[config.mk]
export PLATFORM = sky130hd
export DESIGN_NAME = sbk_ram
export DESIGN_NICKNAME = d
export VERILOG_FILES = /design/src/sbk_ram.sv
export SDC_FILE = /design/constraint.sdc
export NUM_CORES = 1
export LEC_CHECK = 0
export BUFFER_PORTS_ARGS = -buffer_cell sky130_fd_sc_hd__buf_2
export CELL_PAD_IN_SITES_DETAIL_PLACEMENT = 1
export CELL_PAD_IN_SITES_GLOBAL_PLACEMENT = 1
export CORE_MARGIN = 10
export CORE_UTILIZATION = 50
export CTS_CLUSTER_SIZE = 12
export DETAILED_ROUTE_END_ITERATION = 8
export PLACE_DENSITY = 0.81
export SYNTH_ARGS = -nofsm -noshare
export SYNTH_HDL_FRONTEND = slang
export SYNTH_SLANG_ARGS = --single-unit
[constraint.sdc]
create_clock -name clk_i -period 2.4 [get_ports clk_i]
set_input_delay 0.48 -clock clk_i [delete_from_list [all_inputs] [get_ports clk_i]]
set_output_delay 0.48 -clock clk_i [all_outputs]
set_load 0.02 [all_outputs]
[src/sbk_ram.sv]
// generic single write port, single read port ram with registered read
`default_nettype none
module sbk_ram #(
  parameter int unsigned Width = 8,
  parameter int unsigned Depth = 64
) (
  input  wire logic                     clk_i,
  input  wire logic                     we_i,
  input  wire logic [$clog2(Depth)-1:0] waddr_i,
  input  wire logic [Width-1:0]         wdata_i,
  input  wire logic                     re_i,
  input  wire logic [$clog2(Depth)-1:0] raddr_i,
  output logic      [Width-1:0]         rdata_o
);

  logic [Width-1:0] mem_q [Depth];

  always_ff @(posedge clk_i) begin
    if (we_i) begin
      mem_q[waddr_i] <= wdata_i;
    end
    if (re_i) begin
      rdata_o <= mem_q[raddr_i];
    end
  end

endmodule
`default_nettype wire

==> summary.txt, run 1 <==
Slew headroom: 43.85%
syn avg cell area: 21.54 sq um
Initial Utilization: 50.73%
Sink Count: 520
largest family of logic cells by synthesized area: multiplexers
final hold violations: 0
Die H: 221.2 um
Simple-Gate Fraction of Synth Area: 3.374%
CP arrival: 2590 ps
Pwr per Cell Area: 774.0 mW/mm^2
endpoint class of the critical path: register
Site Rows: 73
mux share of post-synthesis cell area: 15.88%
crit share post-route: 94.89%
#FFs+latches synth: 520
Max VDD drop: 588.2 uV
Final Instance Area: 0.02360 sq mm
most frequent CP cell: buf_4
Yosys warnings: 0
Synth Area in Compound Gates: 2.064%
Vias/cell: 6.247
Slew @ Worst Pin: 842.3 ps
max cap viols: 0
Post-CTS Setup Bufs: 0
global-route wire length before repair: 78.02 mm
wire per inst: 30.90 um
final setup skew: 16.16 ps
max-slew violations: 0
Root Driver: clkbuf_16
syn nets: 963
Fmax: 0.4391 GHz
CP Class: in -> reg
Iteration-0 DRC Markers: 1,412
worst-skew pair later-pin latency: 580 ps
status: complete, no violations
Post-synth EDFFs: 520
adder-cell share of the synthesized area: 0%
ys async rst share: 0%
post-DP HPWL: 34.75 mm
nets@finish: 1,164
area post-placement: 0.02220 sq mm
placer congestion estimate: 0.8334
worst-path fanout max: 18
Top delay family on crit path: buffers and inverters
Critical Path RT: 2720 ps
DRC: 0
TritonCTS Buffers: 51
P&R area growth vs syn: 16.57%
final setup fails: 0
Hold Crit Class: in -> reg
ANT nets after route: 0
Primary FF master, synth: edfxtp_1
Netlist cell types: 39
post-synthesis cell count: 940
Crit-path slowest cell: a2111oi_1
total track usage: 21.30%
Post-Route WL: 52.07 mm
vias: 10,530
min Tclk post-route: 2277 ps
critical path launch point type: input port
Critical path buffers and inverters: 3
clk buf depth: 3
share of cells above drive strength 1: 34.20%
Boundary Pins: 31
antenna violations before repair: 1
Buffers on Ports: 30
vias in the first global route: 11,480
Synth Cell Area: 0.02025 sq mm
setup total negative slack: 0 ps
first drt pass iteration count: 5
largest net degree at the start of global routing: 42
static leakage: 0.007695 uW
GRT overflow: 0
post-synthesis xor/xnor area fraction: 0%
die area: 0.04894 sq mm
H-tree depth: 2
cells along the critical path: clkbuf_8 -> buf_4 -> mux4_2 -> a2111oi_1 -> buf_4 -> o41ai_1
core area: 0.03991 sq mm
post-synthesis sequential area ratio: 77.12%
RSZ-0062 raised after global routing: false
clock-pin transition on the worst setup and hold timing paths: 60 ps
CTS tree: built
die width: 221.2 um
Critical Path Max Stage Delay: 640 ps
## area by class of cell
class                   count  area, sq um
clock buffers              64         1368
clock inverters             6        32.53
diodes                      2        5.005
well taps                 525        656.9
multi-input cells         369         4317
flip-flops and latches    520        15620
fillers                  3355        16310
repair buffers            199         1608
## synth_stat cells (3+ instances only)
cell       instances  area share (%)
buf_4             13            0.48
a211oi_1           4            0.15
o2111ai_1          3            0.13
buf_1              4           0.074
nand2b_1           7            0.22
nor2b_1           14            0.43
nor2_1            83             1.5
o22ai_1            8            0.25
nand3b_1           3            0.11
o2bb2ai_1          3            0.13
mux4_2           126              14
a221oi_1           6            0.26
a22oi_1            3            0.11
nor3_1             7            0.17
o221ai_1           8            0.35
buf_6              4            0.22
mux2i_1           23             1.1
edfxtp_1         520              77
nand2_1           19            0.35
mux2_2            13            0.72
nand3_1           13            0.32
clkbuf_1          17            0.32
a21oi_1            3           0.074
buf_2             11            0.27
## power by group
group          leakage [uW]  total, uW  switching [uW]  internal (uW)
clock network      0.000685       7060            3120           3950
logic               0.00233       1100             648            455
registers           0.00469      10100            29.7          10100
total               0.00770      18300            3790          14500
## stage by stage
| step | power (uW) | utilization [%] | hold slack (ps) | setup WS [ps] | instances |
|---|---|---|---|---|---|
| after global placement | 11320 | 55.61 | 874.4 | -496.3 | 1613 |
| after global routing | 18830 | 59.12 | 269.5 | 22.44 | 1683 |
| after detailed placement | 11390 | 55.61 | 876.0 | -589.4 | 1613 |
| after floorplan | 10830 | - | 578.9 | 113.7 | 940 |
| after CTS | 18400 | 59.11 | 260.9 | 20.44 | 1683 |
| final | 18270 | 59.13 | 300.8 | 122.6 | 1685 |
## cell usage in the layout, fill, tap and decap left out, types with 4 or more instances in the layout
master     count
mux4_2       126
a221oi_1       6
nor2b_1       14
o22ai_1        8
buf_4        157
nor2_1        83
clkbuf_16     53
buf_12        14
a211oi_1       4
nand2_1       19
nor3_1         7
mux2i_1       23
o221ai_1       8
nand2b_1       7
nand3_1       13
buf_2         27
clkbuf_1      11
edfxtp_1     520
mux2_2        13
## what timing repair did
item	in CTS	in global routing
endpoints found under the hold margin	0	0
gates resized for setup	0	1
setup endpoints to repair	0	1
hold buffers	0	0
## flip-flops by register name, summed over array words and instances (netlist names)
| name | count |
|---|---|
| mem_q | 512 |
| rdata_o | 8 |
## routing by layer
metal	share of wire [%]	GRT usage, %
met5	0.025	0
met2	50	34.52
met4	3.5	8.124
met3	7.6	4.627
met1	39	27.79
## worst paths after layout
path / start / endpoint / slack [ps] / depth (start not counted)
min reg2reg: mem_q[26][4] / rdata_o[4] / 950 / 3
max reg2reg: mem_q[25][6] / rdata_o[6] / 170 / 5
max: raddr_i[0] / rdata_o[5] / 120 / 6
min: re_i / rdata_o[1] / 300 / 1
## logic make-up after synthesis
logic type / Yosys count
AND/OR/NAND/NOR: 153
flip-flops: 520
buffers and inverters: 51
multiplexers: 162
AO/OA/AOI/OAI: 54
## worst register-to-register path, delay by kind of cell, from the launching register on
kind	cells	cell delay, ps
simple gates	1	370
flops	1	390
mux	2	760
compound gates	2	440
Note: power is estimated with default switching activity, not from simulation.
==> run 2: changes to the inputs <==
--- a/config.mk
+++ b/config.mk
@@ -9,10 +9,10 @@
 export CELL_PAD_IN_SITES_DETAIL_PLACEMENT = 1
 export CELL_PAD_IN_SITES_GLOBAL_PLACEMENT = 1
 export CORE_MARGIN = 10
-export CORE_UTILIZATION = 50
+export CORE_UTILIZATION = 56
 export CTS_CLUSTER_SIZE = 12
 export DETAILED_ROUTE_END_ITERATION = 8
-export PLACE_DENSITY = 0.81
+export PLACE_DENSITY_LB_ADDON = 0.1
 export SYNTH_ARGS = -nofsm -noshare
 export SYNTH_HDL_FRONTEND = slang
 export SYNTH_SLANG_ARGS = --single-unit
==> constraint.sdc (replaced) <==
create_clock -name clk_i -period 2.5 [get_ports clk_i]
set_input_delay 0.5 -clock clk_i [delete_from_list [all_inputs] [get_ports clk_i]]
set_output_delay 0.5 -clock clk_i [all_outputs]
set_load 0.02 [all_outputs]
==> run 2 against run 1 <==
Global-route usage rose by 1.2 points. Register-to-register slack better by 110 ps. Clock power decreased by 2%. Critical path depth fell by 2. Sequential share of layout area is 0.64 points higher. Die area fell by 9.8%. Worst setup slack improved by 150 ps. First-iteration DRC count fell by 31%. Hold slack got worse by 0.51 ps. Combinational power shrank 8%. Wire length is 5.7% lower. Core utilization grew 6.4 points. Critical path type is now reg -> reg. Largest power group unchanged. Highest routed layer unchanged.
==> summary.txt, run 2 (synthesis gave the netlist of run 1 again) <==
final hold violations: 0
endpoint class of the critical path: register
Gates resized, CTS repair: 0
max reg flops: 512
CTS Hold Bufs: 0
Root Driver: clkbuf_16
GRT overflow: 0
commonest non-fill, non-tap cell in the layout: edfxtp_1
Sink Count: 520
Pwr per Cell Area: 754.3 mW/mm^2
final setup skew: 19.76 ps
wire per inst: 30.69 um
P&R area growth vs syn: 15.45%
Critical Path RT: 2810 ps
n_diodes: 0
Hold Crit Class: in -> reg
CP Class: reg -> reg
Final Instance Area: 0.02337 sq mm
placer congestion estimate: 0.8542
Slew headroom: 47.67%
ANT nets after route: 0
core area: 0.03566 sq mm
hold path cells: 1
Fmax: 0.4495 GHz
total track usage: 22.54%
Largest regs: mem_q: 512 flops, rdata_o: 8 flops
clk buf depth: 3
Buffers on Ports: 30
max cap viols: 0
Pwr Total: 17,630 uW
die area: 0.04416 sq mm
crit share post-route: 88.98%
CTS tree: built
RSZ-0062 raised after global routing: false
Reg with most FFs: mem_q
Slew @ Worst Pin: 784.9 ps
Die H: 210.1 um
critical path launch point type: register
Worst Setup Slack, final: 275.4 ps
CP arrival: 2530 ps
R2R cell count: 4
Boundary Pins: 31
Post-CTS Setup Bufs: 0
share of cells above drive strength 1: 32.43%
vias: 10,200
status: complete, no violations
vias in the first global route: 10,860
post-DP HPWL: 32.46 mm
worst-skew pair later-pin latency: 600 ps
H-tree depth: 2
static leakage: 0.007585 uW
antenna violations before repair: 1
Iteration-0 DRC Markers: 970
Initial Utilization: 56.78%
area post-placement: 0.02191 sq mm
die width: 210.1 um
clock-pin transition on the worst setup and hold timing paths: 60 ps
worst-path fanout max: 1
most frequent cells in the layout: edfxtp_1, buf_4, mux4_2
TritonCTS Buffers: 52
max-slew violations: 0
nets@finish: 1,136
Vias/cell: 6.377
Max VDD drop: 641.3 uV
final setup fails: 0
global-route wire length before repair: 72.71 mm
Fin Hold WS: 300.3 ps
Site Rows: 69
DRC: 0
Post-Route WL: 49.08 mm
first drt pass iteration count: 5
Placement Setup Slack: -277.4 ps
largest net degree at the start of global routing: 65
min Tclk post-route: 2225 ps
-- run 2: cell count changes in the layout (fill, tap and decap cells not counted), sizes merged --
cell,before,now
buf,198,169
clkinv,5,13
diode,2,0
clkbuf,65,66
-- run 2: where the power goes --
part	total (uW)	leakage, uW	switching, uW	internal, uW
Sequential	9700	0.00469	26.3	9670
Clock	6920	0.000713	3040	3880
Combinational	1010	0.00219	600	413
Total	17600	0.00759	3670	14000
-- run 2: stage by stage --
step | util, % | TNS, ps | std cells
after floorplan | - | 0 | 940
after global placement | 61.45 | -852.3 | 1520
after detailed placement | 61.45 | -1292 | 1520
after CTS | 65.56 | 0 | 1599
after global routing | 65.56 | 0 | 1599
final | 65.56 | 0 | 1599
-- run 2: routing by layer --
layer	share of wire [%]	track usage (%)	vias up	routed length, um
met5	0.022	0	-	11
met4	2.1	6.220	2	1039
met3	6.7	4.169	64	3303
met2	50	36.49	392	24360
met1	41	31.16	5469	20370
li1	-	-	4270	-
-- run 2: worst paths after layout --
kind                start    endpoint  slack (ps)
max          mem_q[49][7]  rdata_o[7]         280
min                  re_i  rdata_o[4]         300
max reg2reg  mem_q[49][7]  rdata_o[7]         280
min reg2reg  mem_q[23][2]  rdata_o[2]         900
-- run 2: cell type report --
class                           instances  area [sq um]
Multi-Input combinational cell        369          4315
Clock inverter                         14         72.57
Tap cell                              461         576.8
Timing Repair Buffer                  170          1403
Fill cell                            2871         12280
Clock buffer                           65          1393
Sequential cell                       520         15620
-- run 2: worst max-delay path, stage by stage (launching register included) --
cell	delay, ps
edfxtp_1	370
mux4_2	510
mux4_2	490
o21ai_0	460
nand2_1	120
==> run 3: changes to the inputs <==
--- a/config.mk
+++ b/config.mk
@@ -9,8 +9,8 @@
 export CELL_PAD_IN_SITES_DETAIL_PLACEMENT = 1
 export CELL_PAD_IN_SITES_GLOBAL_PLACEMENT = 1
 export CORE_MARGIN = 10
-export CORE_UTILIZATION = 56
-export CTS_CLUSTER_SIZE = 12
+export CORE_UTILIZATION = 60
+export CTS_CLUSTER_SIZE = 28
 export DETAILED_ROUTE_END_ITERATION = 8
 export PLACE_DENSITY_LB_ADDON = 0.1
 export SYNTH_ARGS = -nofsm -noshare
==> constraint.sdc (replaced) <==
create_clock -name clk_i -period 2.9 [get_ports clk_i]
set_input_delay 0.58 -clock clk_i [delete_from_list [all_inputs] [get_ports clk_i]]
set_output_delay 0.58 -clock clk_i [all_outputs]
set_load 0.02 [all_outputs]
==> run 3 against run 2 <==
Register-to-register slack improved by 240 ps. Core utilization increased by 3.6 points. Count of clock-buffer cells in the layout unchanged. Final cell count decreased by 1.8%. Worst setup slack improved by 74 ps. Hold slack improved by 90 ps. Global-route usage increased by 2.6 points. Design area decreased by 1.0%. Critical path depth increased by 2. Clock skew increased by 8.5 ps. Critical path type is now in -> reg. Critical endpoint is now rdata_o[0]. Largest cell class unchanged.
==> summary.txt, run 3 (synthesis gave the netlist of run 1 again) <==
Vias/cell: 6.532
CTS tree: built
worst-path fanout max: 27
status: complete, no violations
endpoint class of the critical path: register
total track usage: 25.13%
Final Instance Area: 0.02313 sq mm
GRT overflow: 0
share of cells above drive strength 1: 31.31%
static leakage: 0.007445 uW
Slew @ Worst Pin: 998.1 ps
Hold Crit Class: in -> reg
worst-skew pair later-pin latency: 570 ps
Fmax: 0.3921 GHz
Iteration-0 DRC Markers: 1,190
die area: 0.04149 sq mm
final hold violations: 0
Max VDD drop: 600.6 uV
Site Rows: 67
max cap viols: 0
global-route wire length before repair: 76.15 mm
Buffers on Ports: 30
commonest non-fill, non-tap cell in the layout: edfxtp_1
crit share post-route: 87.95%
area post-placement: 0.02160 sq mm
Critical Path RT: 3160 ps
nets@finish: 1,107
antenna violations before repair: 0
DRC: 0
Gates resized, CTS repair: 0
die width: 203.7 um
clock-pin transition on the worst setup and hold timing paths: 60 ps
critical path launch point type: input port
clk buf depth: 3
P&R area growth vs syn: 14.26%
Sink Count: 520
TritonCTS Buffers: 51
Filler cells: 2,572
Root Driver: clkbuf_16
fin cells: 1,570
wire per inst: 32.43 um
ANT nets after route: 0
max reg flops: 512
Pwr per Cell Area: 665.1 mW/mm^2
vias: 10,260
CP Class: in -> reg
Die H: 203.7 um
max-slew violations: 0
final setup fails: 0
RSZ-0062 raised after global routing: false
Boundary Pins: 31
min Tclk post-route: 2551 ps
Reg with most FFs: mem_q
Largest regs: mem_q: 512 flops, rdata_o: 8 flops
CP arrival: 2810 ps
Initial Utilization: 60.53%
Post-Route WL: 50.92 mm
# placed instances: 1,479
placer congestion estimate: 0.8563
largest net degree at the start of global routing: 65
Post-CTS Setup Bufs: 0
final setup skew: 28.22 ps
first drt pass iteration count: 5
most frequent cells in the layout: edfxtp_1, mux4_2, buf_4
core area: 0.03345 sq mm
Fin Hold WS: 389.9 ps
CTS Hold Bufs: 0
post-DP HPWL: 32.37 mm
H-tree depth: 2
Pwr Total: 15,390 uW
Slew headroom: 33.21%
vias in the first global route: 11,040
[run 3: worst paths after layout]
path | startpoint | endpoint | slack, ps | cells past startpoint
worst max register to register | mem_q[47][0] | rdata_o[0] | 520 | 4
worst min register to register | mem_q[22][2] | rdata_o[2] | 890 | 4
worst min-delay path | re_i | rdata_o[7] | 390 | 1
worst max-delay path | raddr_i[2] | rdata_o[0] | 350 | 6
[run 3: per-stage QoR]
stage	utilization, %	worst slack [ps]	setup TNS [ps]
after global placement	64.56	-33.94	-33.94
after detailed placement	64.56	-126.5	-296.8
after global routing	69.15	363.4	0
after floorplan	-	513.7	0
after CTS	69.15	380.0	0
final	69.16	349.3	0
[run 3: power by group]
| part | leakage [uW] | switching (uW) | total [uW] | internal (uW) |
|---|---|---|---|---|
| Combinational | 0.00201 | 516 | 845 | 328 |
| Clock | 0.000749 | 2680 | 6180 | 3500 |
| Sequential | 0.00469 | 24.4 | 8360 | 8340 |
[run 3: cell type report]
| class | instances | area [sq um] | area share, % |
|---|---|---|---|
| Sequential cell | 520 | 15620 | 67.50 |
| Clock buffer | 65 | 1329 | 5.744 |
| Timing Repair Buffer | 142 | 1105 | 4.776 |
| Multi-Input combinational cell | 369 | 4315 | 18.65 |
| Antenna cell | 1 | 2.502 | 0.01082 |
| Clock inverter | 25 | 206.4 | 0.8924 |
| Tap cell | 448 | 560.5 | 2.423 |
[run 3: critical path: stages]
cell	delay (ps)
buf_4	180
buf_4	410
mux4_2	390
mux2_2	280
a221oi_1	740
o2bb2ai_1	190
[run 3: metal layers]
| metal | track usage, % | vias up | wire length [um] |
|---|---|---|---|
| met3 | 3.935 | 84 | 3766 |
| met1 | 34.71 | 5446 | 19990 |
| met2 | 40.70 | 502 | 25700 |
| li1 | - | 4223 | - |
| met4 | 8.287 | 0 | 1461 |
| met5 | 0 | - | 0 |
